--- config.mk ---
export PLATFORM = sky130hd
export DESIGN_NAME = bracketed_int_pair_parser
export DESIGN_NICKNAME = d
export VERILOG_FILES = /design/src/rtl/core/bipp_pkg.sv /design/src/rtl/core/bipp_char_step.sv /design/src/rtl/core/bracketed_int_pair_parser.sv
export VERILOG_INCLUDE_DIRS = /design/src /design/src/rtl/core
export SDC_FILE = /design/constraint.sdc
export NUM_CORES = 1
export LEC_CHECK = 0
export BUFFER_PORTS_ARGS = -buffer_cell sky130_fd_sc_hd__buf_2
export CORE_MARGIN = 2
export CORE_UTILIZATION = 55
export DETAILED_ROUTE_END_ITERATION = 10
export PLACE_DENSITY = 0.74
export SETUP_SLACK_MARGIN = 0.2
export SYNTH_ARGS = -nofsm -noshare
export SYNTH_HDL_FRONTEND = slang
export SYNTH_SLANG_ARGS = --single-unit
--- constraint.sdc ---
create_clock -name clk -period 12.9 [get_ports clk]
set_clock_uncertainty 0.1 [all_clocks]
set_input_delay 1.29 -clock clk [delete_from_list [all_inputs] [get_ports clk]]
set_output_delay 1.29 -clock clk [all_outputs]
set_load 0.03 [all_outputs]
--- src/rtl/core/bracketed_int_pair_parser_macros.svh ---
// Assertion macros shared by the bracketed integer pair parser RTL.
`ifndef BRACKETED_INT_PAIR_PARSER_MACROS_SVH
`define BRACKETED_INT_PAIR_PARSER_MACROS_SVH

// Check on every clock edge outside reset.
`define BIPP_ASSERT(lbl, prop, msg) \
  lbl: assert property (@(posedge clk) disable iff (rst) (prop)) else $error(msg);

// Check on every clock edge, reset cycles included.
`define BIPP_ASSERT_ALWAYS(lbl, prop, msg) \
  lbl: assert property (@(posedge clk) (prop)) else $error(msg);

`endif

--- src/rtl/core/bipp_pkg.sv ---
// Types, character codes and token helpers for the bracketed integer pair parser.
package bipp_pkg;

  localparam int unsigned MAX_FRAME = 256;
  localparam int unsigned CNT_W     = $clog2(MAX_FRAME + 1);

  localparam logic [7:0] CH_NUL   = 8'h00;
  localparam logic [7:0] CH_TAB   = 8'h09;
  localparam logic [7:0] CH_CR    = 8'h0D;
  localparam logic [7:0] CH_SPACE = 8'h20;
  localparam logic [7:0] CH_PLUS  = 8'h2B;
  localparam logic [7:0] CH_COMMA = 8'h2C;
  localparam logic [7:0] CH_MINUS = 8'h2D;
  localparam logic [7:0] CH_ZERO  = 8'h30;
  localparam logic [7:0] CH_NINE  = 8'h39;
  localparam logic [7:0] CH_OPEN  = 8'h5B;
  localparam logic [7:0] CH_CLOSE = 8'h5D;

  localparam logic [31:0] MAG_CAP = 32'h8000_0000;
  localparam logic [31:0] POS_MAX = 32'h7FFF_FFFF;

  typedef enum logic [1:0] {
    PH_LEAD   = 2'd0,
    PH_DIGITS = 2'd1,
    PH_DONE   = 2'd2
  } phase_t;

  typedef enum logic [1:0] {
    TI_FIRST  = 2'd0,
    TI_SECOND = 2'd1,
    TI_IGNORE = 2'd2,
    TI_ENDED  = 2'd3
  } tok_idx_t;

  typedef struct packed {
    tok_idx_t    idx;
    phase_t      phase;
    logic        present;
    logic        neg;
    logic [31:0] mag;
    logic [31:0] first_held;
    logic [31:0] second_held;
    logic [1:0]  marks;
  } parse_state_t;

  // Drop the token in progress.
  function automatic parse_state_t clear_token(parse_state_t s);
    parse_state_t n;
    n         = s;
    n.phase   = PH_LEAD;
    n.present = 1'b0;
    n.neg     = 1'b0;
    n.mag     = '0;
    return n;
  endfunction

  // Saturate the token in progress; store it in its slot if present and open.
  function automatic parse_state_t finish_token(parse_state_t s);
    parse_state_t n;
    logic [31:0]  v;
    n = s;
    if (s.neg) begin
      v = (s.mag >= MAG_CAP) ? MAG_CAP : (32'd0 - s.mag);
    end else begin
      v = (s.mag > POS_MAX) ? POS_MAX : s.mag;
    end
    if (s.present && !s.idx[1]) begin
      if (s.idx == TI_FIRST) begin
        n.first_held = v;
        n.marks[0]   = 1'b1;
      end else begin
        n.second_held = v;
        n.marks[1]    = 1'b1;
      end
      n.idx = tok_idx_t'(s.idx + 2'd1);
    end
    return clear_token(n);
  endfunction

endpackage

--- src/rtl/core/bipp_char_step.sv ---
// Next parse state for one content byte of an open frame.
module bipp_char_step (
  input  bipp_pkg::parse_state_t state_cur,
  input  logic [7:0]             ch,
  output bipp_pkg::parse_state_t state_next
);

  logic        is_digit;
  logic        is_space;
  logic [35:0] mag_wide;
  logic [31:0] mag_sat;

  assign is_digit = (ch >= bipp_pkg::CH_ZERO) && (ch <= bipp_pkg::CH_NINE);
  assign is_space = (ch == bipp_pkg::CH_SPACE) ||
                    ((ch >= bipp_pkg::CH_TAB) && (ch <= bipp_pkg::CH_CR));

  // mag * 10 + digit as two shifts and two adds
  assign mag_wide = ({4'd0, state_cur.mag} << 3) + ({4'd0, state_cur.mag} << 1) +
                    {32'd0, ch[3:0]};
  assign mag_sat  = (mag_wide > {4'd0, bipp_pkg::MAG_CAP}) ? bipp_pkg::MAG_CAP
                                                           : mag_wide[31:0];

  always_comb begin
    state_next = state_cur;
    if (state_cur.idx[1]) begin
      state_next = state_cur;
    end else if (ch == bipp_pkg::CH_NUL) begin
      state_next     = bipp_pkg::finish_token(state_cur);
      state_next.idx = bipp_pkg::TI_ENDED;
    end else if (ch == bipp_pkg::CH_COMMA) begin
      state_next = bipp_pkg::finish_token(state_cur);
    end else begin
      state_next.present = 1'b1;
      case (state_cur.phase)
        bipp_pkg::PH_LEAD: begin
          if (is_space) begin
            state_next.phase = bipp_pkg::PH_LEAD;
          end else if ((ch == bipp_pkg::CH_PLUS) || (ch == bipp_pkg::CH_MINUS)) begin
            state_next.neg   = (ch == bipp_pkg::CH_MINUS);
            state_next.phase = bipp_pkg::PH_DIGITS;
          end else if (is_digit) begin
            state_next.phase = bipp_pkg::PH_DIGITS;
            state_next.mag   = mag_sat;
          end else begin
            state_next.phase = bipp_pkg::PH_DONE;
          end
        end
        bipp_pkg::PH_DIGITS: begin
          if (is_digit) begin
            state_next.mag = mag_sat;
          end else begin
            state_next.phase = bipp_pkg::PH_DONE;
          end
        end
        default: begin
          state_next.phase = state_cur.phase;
        end
      endcase
    end
  end

endmodule

--- src/rtl/core/bracketed_int_pair_parser.sv ---
// Top level of the bracketed integer pair parser: byte stage, parse state, result register.
//
//  channel  | handshake                   | payload
//  ---------+-----------------------------+------------------------------------------------
//  rx       | rx_valid / rx_ready         | rx_byte
//  result   | result_valid / result_ready | first_number, second_number,
//           |                             | first_updated, second_updated
//
// One byte per cycle while no ']' waits. A byte is captured in the byte register, parsed
// from there against the parse state, and a ']' loads the result register, which drives
// result_valid. Reset clears the byte and result valid flags, the frame state and both
// held values. Only a ']' waits on the result side: it holds in the byte register
// while an earlier result beat is still untaken; every other byte advances regardless.
`include "bracketed_int_pair_parser_macros.svh"

module bracketed_int_pair_parser (
  input  logic               clk,
  input  logic               rst,
  input  logic               rx_valid,
  output logic               rx_ready,
  input  logic [7:0]         rx_byte,
  output logic               result_valid,
  input  logic               result_ready,
  output logic signed [31:0] first_number,
  output logic signed [31:0] second_number,
  output logic               first_updated,
  output logic               second_updated
);

  // byte register
  logic       pend_valid;
  logic [7:0] pend_byte;

  // frame and parse state
  logic                         in_frame;
  logic                         in_frame_next;
  logic [bipp_pkg::CNT_W-1:0]   stored_count;
  logic [bipp_pkg::CNT_W-1:0]   stored_count_next;
  bipp_pkg::parse_state_t       st;
  bipp_pkg::parse_state_t       st_next;
  bipp_pkg::parse_state_t       st_char;
  bipp_pkg::parse_state_t       st_close;

  logic is_close;
  logic is_open;
  logic out_free;
  logic advance;
  logic take_content;

  assign is_close = (pend_byte == bipp_pkg::CH_CLOSE);
  assign is_open  = (pend_byte == bipp_pkg::CH_OPEN);
  assign out_free = !result_valid || result_ready;
  // hold a ']' while the result register is still occupied
  assign advance  = pend_valid && (!is_close || out_free);
  assign rx_ready = !pend_valid || advance;

  assign take_content = in_frame && (stored_count < bipp_pkg::CNT_W'(bipp_pkg::MAX_FRAME));

  bipp_char_step u_step (
    .state_cur  (st),
    .ch         (pend_byte),
    .state_next (st_char)
  );

  always_comb begin
    // close the token in progress on ']' if the frame still wants one
    st_close = st;
    if (in_frame && !st.idx[1]) begin
      st_close = bipp_pkg::finish_token(st);
    end

    st_next           = st;
    in_frame_next     = in_frame;
    stored_count_next = stored_count;
    if (is_close) begin
      st_next           = bipp_pkg::clear_token(st_close);
      st_next.idx       = bipp_pkg::TI_FIRST;
      st_next.marks     = 2'b00;
      in_frame_next     = 1'b0;
      stored_count_next = '0;
    end else if (is_open) begin
      if (stored_count == '0) begin
        in_frame_next = 1'b1;
      end
    end else if (take_content) begin
      st_next           = st_char;
      stored_count_next = stored_count + bipp_pkg::CNT_W'(1);
    end
  end

  always_ff @(posedge clk) begin
    if (rst) begin
      pend_valid <= 1'b0;
    end else if (rx_ready) begin
      pend_valid <= rx_valid;
    end
  end

  always_ff @(posedge clk) begin
    if (rx_ready && rx_valid) begin
      pend_byte <= rx_byte;
    end
  end

  always_ff @(posedge clk) begin
    if (rst) begin
      in_frame     <= 1'b0;
      stored_count <= '0;
      st           <= '0;
    end else if (advance) begin
      in_frame     <= in_frame_next;
      stored_count <= stored_count_next;
      st           <= st_next;
    end
  end

  // result register: load on an advancing ']', drop once taken
  always_ff @(posedge clk) begin
    if (rst) begin
      result_valid <= 1'b0;
    end else if (advance && is_close) begin
      result_valid <= 1'b1;
    end else if (result_ready) begin
      result_valid <= 1'b0;
    end
  end

  always_ff @(posedge clk) begin
    if (advance && is_close) begin
      first_number   <= st_close.first_held;
      second_number  <= st_close.second_held;
      first_updated  <= st_close.marks[0];
      second_updated <= st_close.marks[1];
    end
  end

  `BIPP_ASSERT(a_count_cap, stored_count <= bipp_pkg::CNT_W'(bipp_pkg::MAX_FRAME), "frame byte count past limit")
  `BIPP_ASSERT(a_idle_empty, !in_frame |-> (stored_count == '0), "content stored outside a frame")
  `BIPP_ASSERT(a_ignored_clear, st.idx[1] |-> (!st.present && (st.mag == '0)), "token live after parsing stopped")
  `BIPP_ASSERT_ALWAYS(a_reset_empty, rst |=> (!result_valid && !pend_valid), "pipeline not empty after reset")

endmodule
# --- After elaboration in Yosys (flattened, before gate mapping) ---
# Index checks and enable logic that the tools add are counted.
word_totals:
  ff_bits: 190
  word_cells: 119
  inputBits: 12
  out_inout_bits: 68
classes:
  n_lt_le_gt_ge: 8
  n_eq_ne: 13
  addsub: 5
  reduce_logical: 38
  muxes: 37
op_table:
  columns: ["operator", "count"]
  rows:
  - ["104-bit two-way mux", 5]
  - ["32-bit two-way mux", 7]
  - ["66-bit two-way mux", 3]
  - ["33-bit two-way mux", 2]
  - ["32-bit case mux with 2 select lines", 1]
  - ["35-bit by 33-bit adder with 36-bit output", 1]
  - ["36-bit by 4-bit adder with 36-bit output", 1]
  - ["36-bit by 32-bit greater-than comparator with 1-bit output, second input constant", 1]
  - ["36-bit two-way mux", 1]
  - ["8-bit by 6-bit == test with 1-bit output, second input constant", 4]
  - ["32-bit >= comparator, second input constant", 1]
  - ["32-bit by 31-bit greater-than comparator with 1-bit output, second input constant", 1]
  - ["1-bit by 32-bit subtractor with 32-bit output, first input constant", 1]
  - ["9-bit two-way mux", 3]
  - ["8-bit by 7-bit == test with 1-bit output, second input constant", 2]
  - ["7-bit AND reduction", 2]
  - ["2-bit two-way mux", 6]
  - ["6-bit AND reduction", 2]
  - ["5-bit != test, second input constant", 2]
  - ["9-bit by 1-bit adder with 9-bit output, second input constant", 1]
  - ["9-bit logical NOT", 1]
  - ["9-bit less-than comparator, second input constant", 1]
  - ["8-bit by 4-bit >= comparator with 1-bit output, second input constant", 1]
  - ["8-bit by 6-bit >= comparator with 1-bit output, second input constant", 1]
  - ["22 further kinds", 50]

# --- Logic depth before layout (Yosys ltp) ---
logic_depth:
  ltp_word: 14
  ltp_mapped: 13
  depth_no_buf: 12

# --- By module ---
# Synthesis repeated with hierarchy kept, for this count alone.
hier_totals:
  cells_unflattened: 1923
  area_unflattened_um2: 14645.3
modules_own_cells:
  columns: ["mod", "seq_area_each_um2", "n_inst", "cells_per_inst", "area_each_um2"]
  rows:
  - ["bracketed_int_pair_parser", 4544.4, 1, 1066, 9331.4]
  - ["bipp_char_step", 0.0, 1, 857, 5313.8]

# --- Worst setup path after synthesis ---
# No wires, ideal clock.
synth_path:
  kind: "in2reg"
  start: "input port result_ready"
  end: "register st[89] in the netlist's numbering"
  cell_stages: 7
  required_ps: 12726
  n_path_buf: 1
  path_slack_ps: 8227
  t_arrival_ps: 4498
  setup_time_ps: 74
  cell_sequence: "nand2b_1 -> and2_1 -> nor2_1 -> nor4_2 -> clkbuf_1 -> nand3_1 -> o21ai_0"
synth_via:
  elab_chain_len: 4
synth_lines:
  columns: ["item", "line", "source"]
  rows:
  - ["start: declaration", "bracketed_int_pair_parser.sv:23", "input logic result_ready,"]
  - ["1-bit logical OR", "bracketed_int_pair_parser.sv:52", "assign out_free = !result_valid || result_ready;"]
  - ["1-bit logical OR", "bracketed_int_pair_parser.sv:54", "assign advance = pend_valid && (!is_close || out_free);"]
  - ["1-bit logical AND", "bracketed_int_pair_parser.sv:54", null]
  - ["7-bit AND reduction (no line)", null, null]
  - ["end signal: assignment", "bracketed_int_pair_parser.sv:113", "st <= st_next;"]
  - ["end: declaration", "bracketed_int_pair_parser.sv:39", "bipp_pkg::parse_state_t st;"]
# No other way between the ends.
# A chain may end at the register's enable or synchronous reset.

# --- Worst setup path after layout ---
layout_path:
  start: "input port result_ready"
  end: "register st[49] in the netlist's numbering"
layout_via:
  elab_chain_len: 4
layout_lines:
  columns: ["item", "line"]
  rows:
  - ["1-bit logical OR", "bracketed_int_pair_parser.sv:52"]
  - ["1-bit logical OR", "bracketed_int_pair_parser.sv:54"]
  - ["1-bit logical AND", "bracketed_int_pair_parser.sv:54"]
  - ["5-bit AND reduction (no line)", null]
# No other way between the ends.

==> impl_metrics.csv <==
group,metric,value,unit
logic_synthesis,yosysUniqueCellTypes,78,
clock_network,cts-root-buf,"clkbuf_16",
logic_synthesis,synth-async-reset-ratio,0,%
sta,max-slew-margin-rel,20.6,%
pwr,switching_share,23.2,%
sta,hold_slack,358,ps
routing,ant_nets,0,
logic_synthesis,synth.top_cells.by_count,"187 x nor2_1, 150 x nand2_1, 127 x a21oi_1",
pwr,pwr-share-seq,54.1,%
clock_network,clk_latency,440,ps
clock_network,cts.htree.levels,4,
worst_hold_path,hold_path_class,"reg2reg",
cells_and_area,final_area,12600,um2
place,io_buffers,79,
routing,drtPass1Iterations,5,
pwr,leakagePower,4.77,nW
logic_synthesis,yosysMostFrequentCell,"nor2_1",
place,place_ws,8370,ps
place,post_dp_cell_area,12000,um2
clock_network,clkSinkCount,190,
logic_synthesis,synthCells,1393,
sta,fmax,238,MHz
routing,drtIter0Drc,814,
logic_synthesis,synth_area_leaders,"dfxtp_1 20%, edfxtp_1 19%, ha_1 7.3%, nor2_1 6.1%, a21oi_1 5.5%",
routing,drc,0,
sta,rsz0062_at_grt,"no",
pwr,p_int,887,uW
sta,drv_slew,0,
critical_path,ff2ff_setup_slack,8780,ps
logic_synthesis,syn-cell-area,11500,um2
job,maxCapViolCount,0,
critical_path,max_stage_delay,1160,ps
critical_path,worstPathRequired,13130,ps
pwr,power.share.clock,44.3,%
critical_path,cp_max_fo,36,
critical_path,critPathLaunchType,"input port",
critical_path,slowest_stage,"nor2_2",
sta,hold_viol,0,
logic_synthesis,ys_seq_area_share,39.6,%
logic_synthesis,synth_edf_count,74,
logic_synthesis,syn_avg_cell_area,8.23,um2
critical_path,crit_arrival,4440,ps
sta,period_minus_slack,4200,ps
floorplan,start_util,56.3,%
floorplan,die_w,148,um
cells_and_area,n_fill_cell,1753,
cells_and_area,final_nets,1496,
routing,vias,10300,
pwr,switching_power,268,uW
cells_and_area,area_growth,9.59,%
logic_synthesis,synth_ff_type,"dfxtp_1",
logic_synthesis,synth_seq_cells,190,
place,globalplace.congestion,0.927,
critical_path,end_kind,"register",
clock_network,cts_resized,0,
routing,wirelength,29.0,mm
logic_synthesis,ys_warn_count,0,
floorplan,core_area,20400,um2
clock_network,cts_setup_buffers,0,
clock_network,cts-buffers-inserted,17,
clock_network,path_clk_slew,70,ps
place,numPlacedInstances,1666,
floorplan,fp.dieArea,22000,um2
pwr,cellPowerDensity,91.9,nW/um2
run_status,status,"complete, no violations",
cells_and_area,num_antenna_cells,0,
clock_network,cts_tree,"built",
sta,setup_violations,0,
routing,routed_via_density,6.08,
global_routing,globalRoute.totalOverflow,0,
clock_network,ctsHoldBuffers,0,
pwr,comb_power_share,1.6,%
global_routing,grt_pass1_wl,47.6,mm
routing,wire_per_inst,17.1,um
pwr,peakVddDrop,68.0,uV
sta,fin_ws,8700,ps
floorplan,rows,52,
global_routing,grt_pass1_vias,9290,
global_routing,grt_usage,26.5,%
place,dp_hpwl,20.9,mm
floorplan,dieHeight,148,um
clock_network,clock_path_buffers,2,
logic_synthesis,synth_top_area_cell,"dfxtp_1",
sta,tightest_slew,1190,ps
global_routing,grt_max_degree,78,
logic_synthesis,synthesis.nets,1474,
global_routing,antenna_found_initial,0,
logic_synthesis,synth_top_area_share,20.2,%
cells_and_area,layout-drive-gt1-share,10.6,%
cells_and_area,fin_cells,1698,
critical_path,path_class,"in2reg",
critical_path,path_cells,"buf_2 > nand2b_1 > o311a_1 > a32o_1 > nand3_2 > nor2_2 > nor2_1 > a211oi_1",
sta,tns,0,ps
floorplan,io_pins,80,
sta,min_period_over_period,32.6,%
[sequential cells by signal, summed over array words and instances (netlist names)]
register	cells
result_valid	1
pend_valid	1
first_updated	1
pend_byte	8
first_number	32
second_number	32
second_updated	1
st	104
stored_count	9
in_frame	1
[power by group through the flow]
stage                     clock, mW  combinational [mW]  sequential [mW]
after floorplan                   0              0.0147            0.637
after global placement            0              0.0185            0.638
after detailed placement          0              0.0189            0.639
after CTS                     0.516              0.0190            0.625
after global routing          0.542              0.0213            0.625
final                         0.511              0.0189            0.625
[worst paths after layout]
check | start | endpoint | depth (start not counted)
max | result_ready | st[49] | 8
min | st[24] | st[24] | 2
min reg2reg | st[24] | st[24] | 2
max reg2reg | st[75] | st[68] | 10
[kinds of logic after synthesis]
family                   after synthesis  share of synthesized area [%]
multiplexers                           6                          0.524
XOR/XNOR                              30                           2.29
flip-flops                           190                           39.6
buffers and inverters                114                           3.87
AO/OA/AOI/OAI                        437                           23.9
adder cells (fa/ha/maj)               69                           7.66
AND/OR/NAND/NOR                      547                           22.1
[worst max-delay path, delay by kind of cell]
family	cells	cell delay, ps
buffers and inverters	1	70
AOI/OAI and AO/OA	3	930
and+or+nand+nor	4	2110
[final cells by class]
| cell class | count | area [um2] | share of cell area (%) |
|---|---|---|---|
| repair buffers | 96 | 523 | 4.16 |
| flip-flops and latches | 190 | 4540 | 36.2 |
| inverters | 21 | 78.8 | 0.627 |
| clock inverters | 14 | 150 | 1.19 |
| clock buffers | 18 | 429 | 3.41 |
| multi-input cells | 1089 | 6510 | 51.8 |
| well taps | 270 | 338 | 2.69 |
[metrics by stage]
step	power, mW	util, %
after global placement	0.657	58.9
after global routing	1.19	61.7
after CTS	1.16	61.7
after floorplan	0.652	-
after detailed placement	0.657	58.9
final	1.15	61.7
[layer usage]
| layer | part of all wire (%) | vias up | routed length, um | track usage, % |
|---|---|---|---|---|
| li1 | - | 5169 | - | - |
| met2 | 45 | 296 | 13100 | 40.5 |
| met4 | 1.9 | 0 | 560 | 8.76 |
| met3 | 5.5 | 38 | 1600 | 4.08 |
| met5 | 0 | - | 0 | 0 |
| met1 | 48 | 4822 | 13800 | 38.5 |
[cell usage in the layout (no fill, tap or decap), drive strengths merged, types with 7 or more instances in the layout]
master,instances
nor2,188
a21oi,127
nor3,59
a211oi,41
edfxtp,74
clkbuf,18
or3,15
nor4,7
o21a,18
dfxtp,116
o31ai,13
a22oi,7
o21ai,131
inv,28
a211o,7
o22ai,10
a32o,7
ha,67
nand2b,18
and2,9
nand2,150
o311a,7
o211ai,13
or2,8
xnor2,13
nand3,34
and3,9
xor2,17
buf,96
nand4,24
Note: power is estimated with default switching activity, not from simulation.
